$ cat src/hdl/kvcs_pkg.sv
// shared types, constants and address layout for the kv cache scatter addresser
package kvcs_pkg;

  // memory geometry
  localparam int BANK_GROUPS     = 4;
  localparam int BANKS_PER_GROUP = 4;
  localparam int WORD_ELEMS      = 16;
  localparam int COLUMNS         = 32;
  localparam int ROW_BITS        = 16;
  localparam int RANK_BITS       = 0;
  localparam int BANKS_PER_CH    = BANK_GROUPS * BANKS_PER_GROUP;
  localparam int CH_MAX          = 31;

  // packed address field widths
  localparam int CH_B  = 5;
  localparam int BG_B  = $clog2(BANK_GROUPS);
  localparam int BK_B  = $clog2(BANKS_PER_GROUP);
  localparam int COL_B = $clog2(COLUMNS);
  localparam int OFF_B = $clog2(2 * WORD_ELEMS);
  localparam int SH_COL = OFF_B;
  localparam int SH_ROW = SH_COL + COL_B;
  localparam int SH_BK  = SH_ROW + ROW_BITS;
  localparam int SH_BG  = SH_BK + BK_B;
  localparam int SH_CH  = SH_BG + BG_B + RANK_BITS;

  // register widths
  localparam int HC_W   = 9;
  localparam int SL_W   = 17;
  localparam int HD_W   = 11;
  localparam int CU_W   = 6;
  localparam int FC_W   = 5;
  localparam int RR_W   = 16;
  localparam int CFG_DW = 17;
  localparam int CFG_IW = 3;

  // derived arithmetic widths
  localparam int P1_W    = HC_W + SL_W;
  localparam int PB_W    = P1_W + HD_W;
  localparam int SD_W    = SL_W + HD_W;
  localparam int SHARE_W = PB_W - $clog2(BANKS_PER_CH);
  localparam int LOG_W   = 8 + SD_W + 1;
  localparam int REM_W   = SHARE_W + 1;
  localparam int OFS_W   = 8 + SHARE_W + 1;
  localparam int ROWF_W  = OFS_W + 1;
  localparam int LANE_KW = ($clog2(WORD_ELEMS) < 1) ? 1 : $clog2(WORD_ELEMS);

  // register indexes
  localparam logic [CFG_IW-1:0] REG_HEAD_COUNT    = 3'd0;
  localparam logic [CFG_IW-1:0] REG_SEQ_LENGTH    = 3'd1;
  localparam logic [CFG_IW-1:0] REG_HEAD_DIM      = 3'd2;
  localparam logic [CFG_IW-1:0] REG_CHANNELS_USED = 3'd3;
  localparam logic [CFG_IW-1:0] REG_FIRST_CHANNEL = 3'd4;
  localparam logic [CFG_IW-1:0] REG_REGION_ROW    = 3'd5;

  // status codes
  localparam logic [1:0] ST_OK       = 2'd0;
  localparam logic [1:0] ST_SHARE0   = 2'd1;
  localparam logic [1:0] ST_OVERFLOW = 2'd2;

  typedef struct packed {
    logic        kind;
    logic [7:0]  batch;
    logic [7:0]  head;
    logic [15:0] seq_pos;
    logic [9:0]  dim_index;
    logic [15:0] value;
  } in_word_t;

  typedef struct packed {
    logic [4:0]  channel;
    logic [1:0]  bank_group;
    logic [1:0]  bank_num;
    logic [15:0] dram_row;
    logic [4:0]  column;
    logic [3:0]  lane;
    logic [39:0] byte_address;
    logic [15:0] data_out;
    logic [1:0]  status;
  } out_word_t;

  // per-item data carried alongside the address math
  typedef struct packed {
    logic               kind;
    logic [7:0]         batch;
    logic [LANE_KW-1:0] lane_k;
    logic [15:0]        value;
  } side_t;

  typedef struct packed {
    logic [LOG_W-1:0] logical;
    side_t            side;
  } mid_word_t;

  // configuration and derived values seen by the datapath
  typedef struct packed {
    logic [SL_W-1:0]    seq_length;
    logic [HD_W-1:0]    head_dim;
    logic [SD_W-1:0]    sd;
    logic [SHARE_W-1:0] share;
    logic [CU_W-1:0]    channels_used;
    logic [FC_W-1:0]    first_channel;
    logic [RR_W-1:0]    region_row;
  } cfg_t;

endpackage

$ cat src/hdl/kvcs_midq.sv
// four-entry queue between front and back
module kvcs_midq (
  input  logic                clk,
  input  logic                rst_n,
  input  logic                push,
  input  kvcs_pkg::mid_word_t wdata,
  output logic                full,
  input  logic                pop,
  output kvcs_pkg::mid_word_t rdata,
  output logic                empty
);
  import kvcs_pkg::*;

  mid_word_t  mem_r [4];
  logic [1:0] wp_r, rp_r;
  logic [2:0] cnt_r;

  assign full  = (cnt_r == 3'd4);
  assign empty = (cnt_r == 3'd0);
  assign rdata = mem_r[rp_r];

  // pointers and fill count
  always_ff @(posedge clk) begin
    if (!rst_n) begin
      wp_r  <= '0;
      rp_r  <= '0;
      cnt_r <= '0;
    end else begin
      if (push) wp_r <= wp_r + 2'd1;
      if (pop)  rp_r <= rp_r + 2'd1;
      cnt_r <= cnt_r + 3'(push) - 3'(pop);
    end
  end

  // storage
  always_ff @(posedge clk) begin
    if (push) mem_r[wp_r] <= wdata;
  end
endmodule

$ cat config.mk
export PLATFORM = sky130hd
export DESIGN_NAME = kvcs_midq
export DESIGN_NICKNAME = d
export VERILOG_FILES = /design/src/hdl/kvcs_pkg.sv /design/src/hdl/kvcs_midq.sv
export SDC_FILE = /design/constraint.sdc
export NUM_CORES = 1
export LEC_CHECK = 0
export BUFFER_PORTS_ARGS = -buffer_cell sky130_fd_sc_hd__buf_2
export CELL_PAD_IN_SITES_DETAIL_PLACEMENT = 0
export CELL_PAD_IN_SITES_GLOBAL_PLACEMENT = 1
export CORE_ASPECT_RATIO = 1.4
export CORE_MARGIN = 3
export CORE_UTILIZATION = 50
export DETAILED_ROUTE_END_ITERATION = 6
export GPL_TIMING_DRIVEN = 0
export HOLD_SLACK_MARGIN = 0.05
export PLACE_DENSITY = 0.8
export SLEW_MARGIN = 5
export SYNTH_ARGS = -nofsm -noshare
export SYNTH_HDL_FRONTEND = slang
export SYNTH_SLANG_ARGS = --single-unit
$ cat constraint.sdc
create_clock -name clk -period 3.2 [get_ports clk]
set_clock_uncertainty 0.1 [all_clocks]
set_input_delay 0.32 -clock clk [delete_from_list [all_inputs] [get_ports clk]]
set_output_delay 0.32 -clock clk [all_outputs]
set_load 0.01 [all_outputs]
* Word level (Yosys, flattened, before mapping)
Memories as Yosys holds them, arrays and structs flattened. A register that Yosys moved wholly into a read port is not among the register bits.
Index checks and enable logic that the tools add are counted.
** Word-level totals
- Register bits after elaboration :: 7
- Bits in latches :: 0
- Bits in writable memories :: 264
- ROM bits :: 0
- Input port bits :: 70
- Output and inout bits :: 68
- Word-level logic and storage cells :: 14
- Memories kept :: 1
** Operators by class
- $add $sub $neg :: 4
- $mul :: 0
- Div/mod/pow operators :: 0
- Order comparisons :: 0
- Equality and inequality tests :: 1
- Shift-type cells :: 0
- Muxes and demuxes :: 4
- Bitwise operators :: 0
- Reductions and logical operators :: 1
** Memory list
- mem_r :: depth 4, bits a word 66, rd ports 1, clocked after memory_dff 1, wr ports 1, RTL line kvcs_midq.sv:14 : mid_word_t mem_r [4];
** Operator list (count)
- adder 2 x 1 -> 2 bit, second input constant :: 2
- 2-to-1 mux 2 bit :: 2
- adder 3 x 1 -> 3 bit :: 1
- == test 3 bit, second input constant :: 1
- zero test 3 bit :: 1
- subtractor 3 x 1 -> 3 bit :: 1
- 2-to-1 mux 1 bit :: 2

* Longest topological paths before layout
- Depth in word-level cells :: 3
- Depth in mapped cells :: 7
- Mapped depth without buffers :: 7

* Worst setup path after synthesis
Ideal clock, no wire load.
- Path type :: flip-flop to flip-flop
- Start point :: register wp_r[0]
- End point :: memory mem_r[0][0] in the netlist's numbering, enable pin
- Library setup time :: 0.431 ns
- Arrival time :: 2.093 ns
- Required time :: 2.669 ns
- Path slack :: 0.577 ns
- Stages on the path, launching flop included :: 4
- Path buffers :: 0
- Clock period less this slack :: 2.623 ns
- Path through :: dfxtp_1 > inv_1 > ha_1 > and2_1
** RTL lines
- start, declared :: RTL line kvcs_midq.sv:15 : logic [1:0] wp_r, rp_r;
- start signal, assigned :: RTL line kvcs_midq.sv:29 : if (push) wp_r <= wp_r + 2'd1;
- end, declared :: RTL line kvcs_midq.sv:14
Straight into the memory's write port.

==> impl_metrics.ini <==
[clock_tree]
cts_root_buf = clkbuf_16
cts.reportedPaths.clkPinSlew_ps = 60
htreeDepth = 1
cts_tree = yes
cts_made_buffers = 25
cts_resized = 0
insertion_delay_ps = 500
cts_num_sinks = 273
clockBufferDepth = 3

[floorplan]
dieArea_mm2 = 0.0217
io_pins = 138
initial_utilization = 0.514
rows = 60
fp.dieW_um = 125
coreArea_mm2 = 0.0194
die_h_um = 173

[worst_setup_path]
max_stage_delay_ps = 360
cp.required_ps = 2780
cp_common_cell = buf_2
crit_family = buffers and inverters
start_kind = register
crit_path_end_kind = primary output
crit_buf_inv = 3
crit_type = reg -> out
arrival_ps = 2010
slowest_stage = dfxtp_1
worstPathMaxFanout = 10
crit_path_cell_trace = buf_2 > buf_2 > mux4_2 > buf_2

[synthesis]
synth_area_mm2 = 0.00996
syn_nets = 464
synthTopCellsByCount = 264 x edfxtp_1, 66 x mux4_2, 9 x dfxtp_1
synth.top_cell.area_share = 0.796
synthTopCellsByArea = edfxtp_1 80%, mux4_2 15%, dfxtp_1 1.8%
synthArstFlopShare = 0
synth_cells = 387
synth-edff-count = 264
yosysMostFrequentCell = edfxtp_1
synth_largest_area_cell = edfxtp_1
synth_cell_type_count = 20
synth_top_flop_cell = edfxtp_1
yosysWarnings = 0
avgSynthCellArea_um2 = 25.7
synth-seq-cells = 273
seq_area_frac_synth = 0.814

[sta]
slew_headroom = 0.572
hold_viol = 0
fin_crit_ps = 2430
fin_setup_tns_ps = 0
fin_crit_sh = 0.760
drv_slew = 0
tightest_slew_ps = 642
fmax_ghz = 0.411
finalSetupViolations = 0
rsz0062_at_grt = false
timing.hold.ws_ps = 93.1

[power_and_ir_drop]
ir_worst_vdd_v = 0.000502
total_power_w = 0.00789
power.internal_w = 0.00623
clock_power_share = 0.366
swShare = 0.210
p_leak_nw = 4.34
switchingPower_w = 0.00166
p_seq_frac = 0.527
p_per_area_mw_per_mm2 = 628
pwr-share-comb = 0.108

[placed_design]
place_inst = 776
dp_hpwl_mm = 10.7
port_buffers = 137
placed_area_mm2 = 0.0111
gp_congestion = 0.689

[final_layout]
syn2layout_area_growth_pct = 26.1
post_layout_nonfiller_instances = 889
fillers = 1301
n_antenna_cell = 0
drive_gt1_frac = 0.402
design_area_mm2 = 0.0126
nets = 700

[grt]
grt_pass1_wl_mm = 28.9
grt_pass1_vias = 5280
grt_max_degree = 49
grt_util_all_layers = 0.170
antenna_found_initial = 0
grt_overflow = 0

[run_status]
status = completed

[worst_hold_path]
holdCritPathClass = in -> reg

[detailed_routing]
firstDrtPassIters = 4
viasPerCell = 5.30
via_count = 4710
drc = 0
wire_per_inst_um = 20.4
postRouteAntennaNets = 0
finalWirelength_mm = 18.2
first_iter_violations = 337

[run]
cap_violations = 0
worst register-to-register path, stage by stage (launching register included):
cell and delay (ps):
dfxtp_1 330, inv_1 60, ha_1 270, inv_1 40, ha_1 180, fa_1 370
xor3_1 380, nor2_1 40
final timing paths:
| kind | slack (ps) | cells past startpoint | to | start |
|---|---|---|---|---|
| worst max-delay path | 770 | 4 | rdata[47] | register |
| worst min-delay path | 90 | 3 | wp_r[1]$_SDFFE_PN0P_ | push |
| worst max register to register | 1340 | 7 | cnt_r[2]$_SDFF_PN0_ | cnt_r[0]$_SDFF_PN0_ |
| worst min register to register | 460 | 2 | register | rp_r[0]$_SDFFE_PN0P_ |
power groups by stage:
stage          combinational, W  sequential (W)  clock (W)
3_3_place_gp           0.000754         0.00423          0
3_5_place_dp           0.000797         0.00423          0
4_1_cts                0.000868         0.00415    0.00294
6_report               0.000850         0.00415    0.00288
2_1_floorplan          0.000468         0.00422          0
5_1_grt                0.000922         0.00417    0.00311
state kept, by name, indices dropped and copies added, names as in the netlist, named ones only:
register  count
wp_r          2
rp_r          2
mem_r       264
cnt_r         3
cell families after synthesis:
kind of cell             count (synthesis)  share of synthesized area
multiplexers                            67                      0.150
XOR/XNOR                                 3                    0.00415
AO/OA/AOI/OAI                            2                    0.00151
buffers and inverters                   21                     0.0131
adder cells (fa/ha/maj)                  7                    0.00955
AND/OR/NAND/NOR                         14                    0.00754
flip-flops                             273                      0.814
cells in the final DEF (no fill, tap or decap), types with 2 or more instances in the layout:
master,instances
and2_1,2
and2_4,4
buf_16,4
buf_2,142
buf_4,2
buf_6,5
bufinv_16,2
clkbuf_1,8
clkbuf_16,25
clkbuf_8,4
clkinv_1,5
dfxtp_1,9
dlygate4sd3_1,68
edfxtp_1,264
ha_1,6
inv_1,7
mux4_2,66
nor2_1,5
xnor2_1,2
stage by stage:
stage	util	worst slack (ps)
2_1_floorplan	-	577
3_3_place_gp	0.566	-593
3_5_place_dp	0.572	1230
4_1_cts	0.649	683
5_1_grt	0.649	635
6_report	0.649	769
per-layer routing:
| metal | global-route usage | vias up | routed length [µm] |
|---|---|---|---|
| met1 | 0.207 | 2460 | 6880 |
| li1 | - | 2125 | - |
| met4 | 0.0448 | 0 | 314 |
| met5 | 0 | - | 0 |
| met2 | 0.316 | 103 | 10300 |
| met3 | 0.0253 | 22 | 701 |
area by class of cell:
cell class	instances	area, µm²	share of cell area
sequential	273	8110	0.645
buffer	14	104	0.00827
tap	248	310	0.0247
inverter	7	26.3	0.00209
clock inverter	10	104	0.00827
timing repair buffer	209	1480	0.118
clock buffer	35	703	0.0560
multi-input combinational	93	1730	0.138
what timing repair did:
item,in CTS,in global routing
endpoints found under the setup margin,0,0
hold buffers,68,0
endpoints found under the hold margin,273,0
buffers inserted,0,0
(Power assumes the default switching activity.)
