## config.mk

```make
export PLATFORM = sky130hd
export DESIGN_NAME = kvcs_cfg
export DESIGN_NICKNAME = d
export VERILOG_FILES = /design/src/hdl/kvcs_pkg.sv /design/src/hdl/kvcs_cfg.sv
export SDC_FILE = /design/constraint.sdc
export NUM_CORES = 2
export LEC_CHECK = 0
export BUFFER_PORTS_ARGS = -buffer_cell sky130_fd_sc_hd__buf_2
export CORE_MARGIN = 5
export CORE_UTILIZATION = 64
export DETAILED_ROUTE_END_ITERATION = 10
export HOLD_SLACK_MARGIN = 0.05
export PLACE_DENSITY = 0.83
export SETUP_SLACK_MARGIN = 0.15
export SKIP_LAST_GASP = 1
export SLEW_MARGIN = 15
export SYNTH_ARGS = -nofsm -noshare
export SYNTH_HDL_FRONTEND = slang
export SYNTH_SLANG_ARGS = --single-unit
```

## constraint.sdc

```tcl
create_clock -name clk -period 6.3 [get_ports clk]
set_clock_uncertainty 0.1 [all_clocks]
set_input_delay 1.26 -clock clk [delete_from_list [all_inputs] [get_ports clk]]
set_output_delay 1.26 -clock clk [all_outputs]
set_load 0.03 [all_outputs]
```

## src/hdl/kvcs_pkg.sv

```systemverilog
// shared types, constants and address layout for the kv cache scatter addresser
package kvcs_pkg;

  // memory geometry
  localparam int BANK_GROUPS     = 4;
  localparam int BANKS_PER_GROUP = 4;
  localparam int WORD_ELEMS      = 16;
  localparam int COLUMNS         = 32;
  localparam int ROW_BITS        = 16;
  localparam int RANK_BITS       = 0;
  localparam int BANKS_PER_CH    = BANK_GROUPS * BANKS_PER_GROUP;
  localparam int CH_MAX          = 31;

  // packed address field widths
  localparam int CH_B  = 5;
  localparam int BG_B  = $clog2(BANK_GROUPS);
  localparam int BK_B  = $clog2(BANKS_PER_GROUP);
  localparam int COL_B = $clog2(COLUMNS);
  localparam int OFF_B = $clog2(2 * WORD_ELEMS);
  localparam int SH_COL = OFF_B;
  localparam int SH_ROW = SH_COL + COL_B;
  localparam int SH_BK  = SH_ROW + ROW_BITS;
  localparam int SH_BG  = SH_BK + BK_B;
  localparam int SH_CH  = SH_BG + BG_B + RANK_BITS;

  // register widths
  localparam int HC_W   = 9;
  localparam int SL_W   = 17;
  localparam int HD_W   = 11;
  localparam int CU_W   = 6;
  localparam int FC_W   = 5;
  localparam int RR_W   = 16;
  localparam int CFG_DW = 17;
  localparam int CFG_IW = 3;

  // derived arithmetic widths
  localparam int P1_W    = HC_W + SL_W;
  localparam int PB_W    = P1_W + HD_W;
  localparam int SD_W    = SL_W + HD_W;
  localparam int SHARE_W = PB_W - $clog2(BANKS_PER_CH);
  localparam int LOG_W   = 8 + SD_W + 1;
  localparam int REM_W   = SHARE_W + 1;
  localparam int OFS_W   = 8 + SHARE_W + 1;
  localparam int ROWF_W  = OFS_W + 1;
  localparam int LANE_KW = ($clog2(WORD_ELEMS) < 1) ? 1 : $clog2(WORD_ELEMS);

  // register indexes
  localparam logic [CFG_IW-1:0] REG_HEAD_COUNT    = 3'd0;
  localparam logic [CFG_IW-1:0] REG_SEQ_LENGTH    = 3'd1;
  localparam logic [CFG_IW-1:0] REG_HEAD_DIM      = 3'd2;
  localparam logic [CFG_IW-1:0] REG_CHANNELS_USED = 3'd3;
  localparam logic [CFG_IW-1:0] REG_FIRST_CHANNEL = 3'd4;
  localparam logic [CFG_IW-1:0] REG_REGION_ROW    = 3'd5;

  // status codes
  localparam logic [1:0] ST_OK       = 2'd0;
  localparam logic [1:0] ST_SHARE0   = 2'd1;
  localparam logic [1:0] ST_OVERFLOW = 2'd2;

  typedef struct packed {
    logic        kind;
    logic [7:0]  batch;
    logic [7:0]  head;
    logic [15:0] seq_pos;
    logic [9:0]  dim_index;
    logic [15:0] value;
  } in_word_t;

  typedef struct packed {
    logic [4:0]  channel;
    logic [1:0]  bank_group;
    logic [1:0]  bank_num;
    logic [15:0] dram_row;
    logic [4:0]  column;
    logic [3:0]  lane;
    logic [39:0] byte_address;
    logic [15:0] data_out;
    logic [1:0]  status;
  } out_word_t;

  // per-item data carried alongside the address math
  typedef struct packed {
    logic               kind;
    logic [7:0]         batch;
    logic [LANE_KW-1:0] lane_k;
    logic [15:0]        value;
  } side_t;

  typedef struct packed {
    logic [LOG_W-1:0] logical;
    side_t            side;
  } mid_word_t;

  // configuration and derived values seen by the datapath
  typedef struct packed {
    logic [SL_W-1:0]    seq_length;
    logic [HD_W-1:0]    head_dim;
    logic [SD_W-1:0]    sd;
    logic [SHARE_W-1:0] share;
    logic [CU_W-1:0]    channels_used;
    logic [FC_W-1:0]    first_channel;
    logic [RR_W-1:0]    region_row;
  } cfg_t;

endpackage

```

## src/hdl/kvcs_cfg.sv

```systemverilog
// configuration registers and the sequencer that derives the bank share
module kvcs_cfg (
  input  logic                        clk,
  input  logic                        rst_n,
  input  logic                        cfg_we,
  input  logic [kvcs_pkg::CFG_IW-1:0] cfg_index,
  input  logic [kvcs_pkg::CFG_DW-1:0] cfg_data,
  output kvcs_pkg::cfg_t              cfg,
  output logic                        busy
);
  import kvcs_pkg::*;

  typedef enum logic [1:0] {S_IDLE, S_MUL, S_PROD, S_DIV} seq_state_t;

  seq_state_t         state_r;
  logic [HC_W-1:0]    hc_r;
  logic [SL_W-1:0]    sl_r;
  logic [HD_W-1:0]    hd_r;
  logic [CU_W-1:0]    cu_r;
  logic [FC_W-1:0]    fc_r;
  logic [RR_W-1:0]    rr_r;
  logic [P1_W-1:0]    p1_r;
  logic [SD_W-1:0]    sd_r;
  logic [SHARE_W-1:0] share_r;
  logic [SHARE_W-1:0] dq_r;
  logic [CU_W:0]      rem_r;
  logic [5:0]         cnt_r;
  logic [SHARE_W-1:0] dq_nxt;
  logic [CU_W:0]      rem_nxt;
  logic [CU_W:0]      trial;
  logic [PB_W-1:0]    pb;

  // one quotient bit per cycle of per_batch / banks over channels_used
  always_comb begin
    trial = {rem_r[CU_W-1:0], dq_r[SHARE_W-1]};
    if (trial >= {1'b0, cu_r}) begin
      rem_nxt = trial - {1'b0, cu_r};
      dq_nxt  = {dq_r[SHARE_W-2:0], 1'b1};
    end else begin
      rem_nxt = trial;
      dq_nxt  = {dq_r[SHARE_W-2:0], 1'b0};
    end
  end

  assign pb = p1_r * PB_W'(hd_r);

  always_ff @(posedge clk) begin
    if (!rst_n) begin
      state_r <= S_IDLE;
      hc_r    <= HC_W'(1);
      sl_r    <= SL_W'(1);
      hd_r    <= HD_W'(16);
      cu_r    <= CU_W'(1);
      fc_r    <= '0;
      rr_r    <= '0;
      sd_r    <= SD_W'(16);
      share_r <= SHARE_W'(1);
      p1_r    <= '0;
      dq_r    <= '0;
      rem_r   <= '0;
      cnt_r   <= '0;
    end else if (cfg_we) begin
      case (cfg_index)
        REG_HEAD_COUNT:    hc_r <= cfg_data[HC_W-1:0];
        REG_SEQ_LENGTH:    sl_r <= cfg_data[SL_W-1:0];
        REG_HEAD_DIM:      hd_r <= cfg_data[HD_W-1:0];
        REG_CHANNELS_USED: cu_r <= cfg_data[CU_W-1:0];
        REG_FIRST_CHANNEL: fc_r <= cfg_data[FC_W-1:0];
        REG_REGION_ROW:    rr_r <= cfg_data[RR_W-1:0];
        default: ;
      endcase
      state_r <= S_MUL;
    end else begin
      case (state_r)
        S_MUL: begin
          p1_r    <= P1_W'(hc_r) * P1_W'(sl_r);
          state_r <= S_PROD;
        end
        S_PROD: begin
          sd_r    <= SD_W'(sl_r) * SD_W'(hd_r);
          dq_r    <= SHARE_W'(pb / BANKS_PER_CH);
          rem_r   <= '0;
          cnt_r   <= '0;
          state_r <= S_DIV;
        end
        S_DIV: begin
          dq_r  <= dq_nxt;
          rem_r <= rem_nxt;
          cnt_r <= cnt_r + 6'd1;
          if (cnt_r == 6'(SHARE_W - 1)) begin
            share_r <= (cu_r == '0) ? '0 : dq_nxt;
            state_r <= S_IDLE;
          end
        end
        default: state_r <= S_IDLE;
      endcase
    end
  end

  assign busy = (state_r != S_IDLE);

  always_comb begin
    cfg.seq_length    = sl_r;
    cfg.head_dim      = hd_r;
    cfg.sd            = sd_r;
    cfg.share         = share_r;
    cfg.channels_used = cu_r;
    cfg.first_channel = fc_r;
    cfg.region_row    = rr_r;
  end
endmodule

```

* After elaboration in Yosys (flattened, before gate mapping)
Cells that the tools add are included.
Storage, ports and cells: flip-flop bits (word level) 198, input port bits 23, output and inout port bits 117, logic and storage cells 57
Operators by class: add/subtract/negate cells 2, $mul 3, order comparisons 1, equal/unequal tests 11, mux-type cells 9, bitwise logic cells 2, reductions and logical operators 15
Operators by type and width (number):
- $pmux W33 S2 | 1
- $mul A26 B11 Y37 | 1
- $mux W33 | 1
- $mul A17 B11 Y28 | 1
- $mul A9 B17 Y26 | 1
- $pmux W6 S2 | 2
- $reduce_and A2 Y1 | 9
- $ge A7 B6 Y1 | 1
- $add A6 B1 Y6 const B | 1
- $eq A3 B2 Y1 const B | 2
- $eq A3 B3 Y1 const B | 2
- $eq A6 B6 Y1 const B | 1
- $logic_not A6 Y1 | 1
- $mux W6 | 1
- $pmux W2 S3 | 1
- $sub A6 B6 Y6 | 1
- $eq A2 B2 Y1 const B | 2
- $reduce_bool A2 Y1 | 2
- $eq A3 B1 Y1 const B | 1
- $logic_not A3 Y1 | 1
- $ne A3 B3 Y1 const B | 1
- $reduce_and A3 Y1 | 1
- $eq A2 B1 Y1 const B | 1
- $mux W1 | 2
- other kinds (4) | 5

* Depth between registers and ports, before layout
depth in word-level cells 4, depth in mapped cells 23, depth with buffers taken out 21

* Worst setup path before layout
No wires, ideal clock.
path type reg-to-reg, start reg hd_r[5], end reg dq_r[27], setup time 0.124 ns, arrival time 5.595 ns, required time 6.076 ns, setup slack 0.482 ns, stages on the path, launching flop included 22, buffers on the path 2, clock period less this slack 5.818 ns, path through dfxtp_1 clkbuf_1 clkbuf_1 nand2_1 fa_1 inv_1 fa_1 fa_1 fa_1 inv_1 fa_1 inv_1 ha_1 a21oi_1 o21ai_1 o211a_1 a32o_1 a31oi_1 o211ai_1 xor2_1 a222oi_1 nor2_1
On the way: word-level cells in the longest chain between the ends 2
Ends and longest elaborated chain:
- start: declaration | RTL line kvcs_cfg.sv:18 | logic [HD_W-1:0] hd_r;
- start signal: assignment | RTL line kvcs_cfg.sv:66 | REG_HEAD_DIM: hd_r <= cfg_data[HD_W-1:0];
- $mul A26 B11 Y37 | RTL line kvcs_cfg.sv:45 | assign pb = p1_r * PB_W'(hd_r);
- $pmux W33 S2 | RTL line kvcs_cfg.sv:74 | case (state_r)
- end signal: assignment | RTL line kvcs_cfg.sv:81 | dq_r <= SHARE_W'(pb / BANKS_PER_CH);
- end signal: assignment | RTL line kvcs_cfg.sv:87 | dq_r <= dq_nxt;
- end: declaration | RTL line kvcs_cfg.sv:25 | logic [SHARE_W-1:0] dq_r;
Every way passes these cells. A chain may end at the register's enable or synchronous reset.

* Worst setup path in the final report
start reg hd_r[5], end reg dq_r[21]
The elaborated chain is that of the path after synthesis.

==> key figures <==
Run
  • Max-cap violations: 0

Global routing
  • GRT overflow: 0
  • Gr usage total: a little under a third
  • Antenna violations before repair: 0
  • Via count of the first global-routing pass: 23600
  • Largest net degree at the start of global routing: 69
  • First-pass GRT wire length: 118000 microns

Routing
  • Post-DRT Antenna Nets: 0
  • Routed length per placed instance: 18.9 microns
  • Drt total wl: 70100 microns
  • DRT iter0 DRCs: 2060
  • DRC: 0
  • TritonRoute pass-1 iters: 8
  • DR vias/cell: 5.97
  • Vias: 22100

Timing
  • Minimum clock period: 5930 ps
  • F_max: 169 MHz
  • Final hold violations: 0
  • Slew of the pin with the lowest slew margin: 1120 ps
  • Unrepaired setup endpoints after global routing: false
  • Fin crit share: 94.1%
  • Slew Viols, Final: 0
  • Worst relative slew slack: 24.8%
  • Setup TNS: 0 ps
  • Setup violators final: 0

Die
  • Core Rows: 74
  • Die H: about 210 microns
  • Die footprint: 45900 sq um
  • Die Width: 214 microns
  • Initial Util: 65.1%
  • Core area: 41000 sq um
  • Boundary Pins: 140

Logic synthesis
  • Synth top area share: between 30% and 40%
  • Number of enable flip-flop cells after synthesis: 0
  • Syn Inst Count: 3138
  • Synth Register Bits: 198
  • Main synth FF type: dfxtp_1
  • Leading post-synthesis cells by cell area: fa_1 34%, dfxtp_1 15%, ha_1 9.2%
  • Syn Area/Cell: 8.50 sq um
  • Mapped Area: 26700 sq um
  • Synth warn: 0
  • Sequential-to-total area share from yosys stat: 14.9%
  • Synth area leader: fa_1
  • Netlist cell types: 82
  • Async S/R FF share, synth: 0%
  • Post-synth net total: 3813

Setup path
  • Crit path arrival time: 6160 ps
  • CP peak stage delay: about 560 ps
  • Crit path cell chain: buf_12, nand2_1, fa_1, inv_1, fa_1, fa_1, fa_1, inv_1, fa_1, inv_1, ha_1, a21oi_1, nor3_1, nor4_4, a21oi_2, o22a_2, a31oi_1, xnor2_1, a222oi_1, nor2_1
  • Crit path required time: 6540 ps
  • R2r setup slk: 370 ps
  • End of the worst register-to-register path: dq_r[21]
  • Critical Setup Path Class: reg2reg
  • R2R depth: 20
  • Most frequent CP cell: fa_1
  • Max stage delay cell, worst path: fa_1
  • Crit. End Element: register
  • Startpoint type of the worst setup path: register
  • Worst reg2reg startpoint: hd_r[5]
  • CP max FO: between 40 and 50

Finish
  • FILL cells: 3071
  • Post-Route Utilization: 69.4%
  • # nets final: 3840
  • Diode count: 0
  • Most common cell after layout, fill and taps aside: nand2_1
  • Share of cells above drive strength 1: 8.78%
  • Layout Cells excl Fill: roughly 3700
  • Most frequent cells in the layout: 651 x nand2_1, 472 x inv_1, 456 x fa_1
  • Finished layout cell area: 28500 sq um
  • Synthesis-to-layout area growth: 6.69%

Clock tree
  • TritonCTS buffer count: 17
  • H-tree lvl count: 4
  • Clock Sinks: 198
  • CTS tree: built
  • Clock Pin Slew Worst Setup and Hold Paths: 80 ps
  • Clock Latency Late Sink: between 400 and 500 ps
  • Root Driver: clkbuf_16
  • Setup bufs post-CTS: 0
  • Deepest clock path buffer count: 2

Place
  • Inst Count DP: 3678
  • GP Congestion: 0.926
  • Cell Area, Placed: 27800 sq um
  • IO Port Bufs: 139
  • HPWL Detailed: 54600 microns

Power and ir drop
  • Switching fraction of total power: 30.0%
  • Total Power: between 2 and 3 mW
  • Combinational Power Share: about a tenth
  • Leakage: between 10 and 15 nW
  • Pint: 1.92 mW
  • Clock network power share: 42.4%
  • Worst VDD drop: about 0.25 mV
  • Pwr dens: 96.6 nW/um^2
  • Sequential group share of total power: a little under half
  • Net Switching: around 830 uW

Status
  • Status: completed

Worst hold path
  • WHS Endpoint: share_r[2]
  • Worst Hold Class: reg2reg
  • Hold Startpoint: share_r[2]
  • Worst hold path depth: 2
[cells in the mapped netlist, types with 10 or more instances]
| master | instances |
|---|---|
| ha_1 | 196 |
| a22oi_1 | 12 |
| o21ai_0 | 33 |
| nor3_1 | 20 |
| fa_1 | 456 |
| inv_1 | 472 |
| dfxtp_1 | 198 |
| a31oi_1 | 17 |
| nand4_1 | 10 |
| a222oi_1 | 18 |
| xnor2_1 | 30 |
| nand3_1 | 78 |
| o211ai_1 | 12 |
| a21oi_1 | 174 |
| nor2_1 | 80 |
| xor2_1 | 25 |
| and2_1 | 234 |
| clkbuf_1 | 186 |
| nand2_1 | 651 |
| a21o_1 | 40 |
| or3_1 | 16 |
| mux2i_1 | 17 |
[worst max-delay path: cells and delay by family, from the launching register on]
kind | cells | cell delay (ps)
and+or+nand+nor | 4 | 700
buffers and inverters | 4 | 400
AOI/OAI and AO/OA | 5 | 1110
xor gates and xnor gates | 1 | 140
adders and majority gates | 6 | 2920
DFF | 1 | 400
[metal layers]
layer	global-route usage, %	up-vias	part of all wire, %
met5	0	-	0
met4	12.2	0	3.9
met3	6.68	226	9.5
met2	51.8	1163	48
met1	40.2	10900	39
li1	-	9836	-
[kinds of logic (layout without fill, tap and decap cells)]
kind of cell             Yosys count  after routing  share of synthesized area, %
AO/OA/AOI/OAI                    402            402                          9.84
buffers and inverters            669            709                          9.66
multiplexers                      17             17                         0.638
adder cells (fa/ha/maj)          652            652                          43.4
AND/OR/NAND/NOR                 1145           1145                          19.8
XOR/XNOR                          55             55                          1.81
flip-flops                       198            198                          14.9
[power groups by stage]
stage	logic, mW	clock network (mW)	registers (mW)
CTS	0.289	1.17	1.29
finish	0.295	1.16	1.29
global placement	0.280	0	1.32
global route	0.321	1.23	1.29
floorplan	0.183	0	1.32
detailed placement	0.287	0	1.32
[area by class of cell]
class                           count  area (sq um)  area share, %
Clock buffer                       17           425           1.49
Clock inverter                     15           188          0.659
Inverter                          473          1780           6.25
Multi-Input combinational cell   2271         20200           70.9
Sequential cell                   198          3970           13.9
Tap cell                          532           666           2.34
Timing Repair Buffer              204          1260           4.42
[flip-flops by register name, summed over array words and instances (netlist names)]
name / cells
rem_r: 6
state_r: 2
cnt_r: 6
rr_r: 16
sd_r: 28
p1_r: 26
dq_r: 33
share_r: 33
hc_r: 9
cu_r: 6
hd_r: 11
sl_r: 17
fc_r: 5
[worst max-delay path by stage]
stage | start | endpoint | cells after the start
final | hd_r[5] | dq_r[21] | 20
after global routing | sl_r[4] | sd_r[19] | 19
after CTS | hd_r[9] | sd_r[27] | 21
after detailed placement | hd_r[9] | sd_r[27] | 21
after global placement | hd_r[9] | sd_r[27] | 21
after floorplan | hd_r[5] | dq_r[27] | 21
[stage by stage]
step | setup slack [ps] | hold slack [ps]
3_5_place_dp | 437 | 340
5_1_grt | 84.9 | 363
3_3_place_gp | 569 | 339
2_1_floorplan | 482 | 337
6_report | 373 | 349
4_1_cts | 380 | 352
[what timing repair did]
item	4_1_cts	5_1_grt
hold buffers	0	0
gates resized for setup	0	3
endpoints found under the hold margin	0	0
setup endpoints to repair	0	3
(Power assumes the default switching activity.)
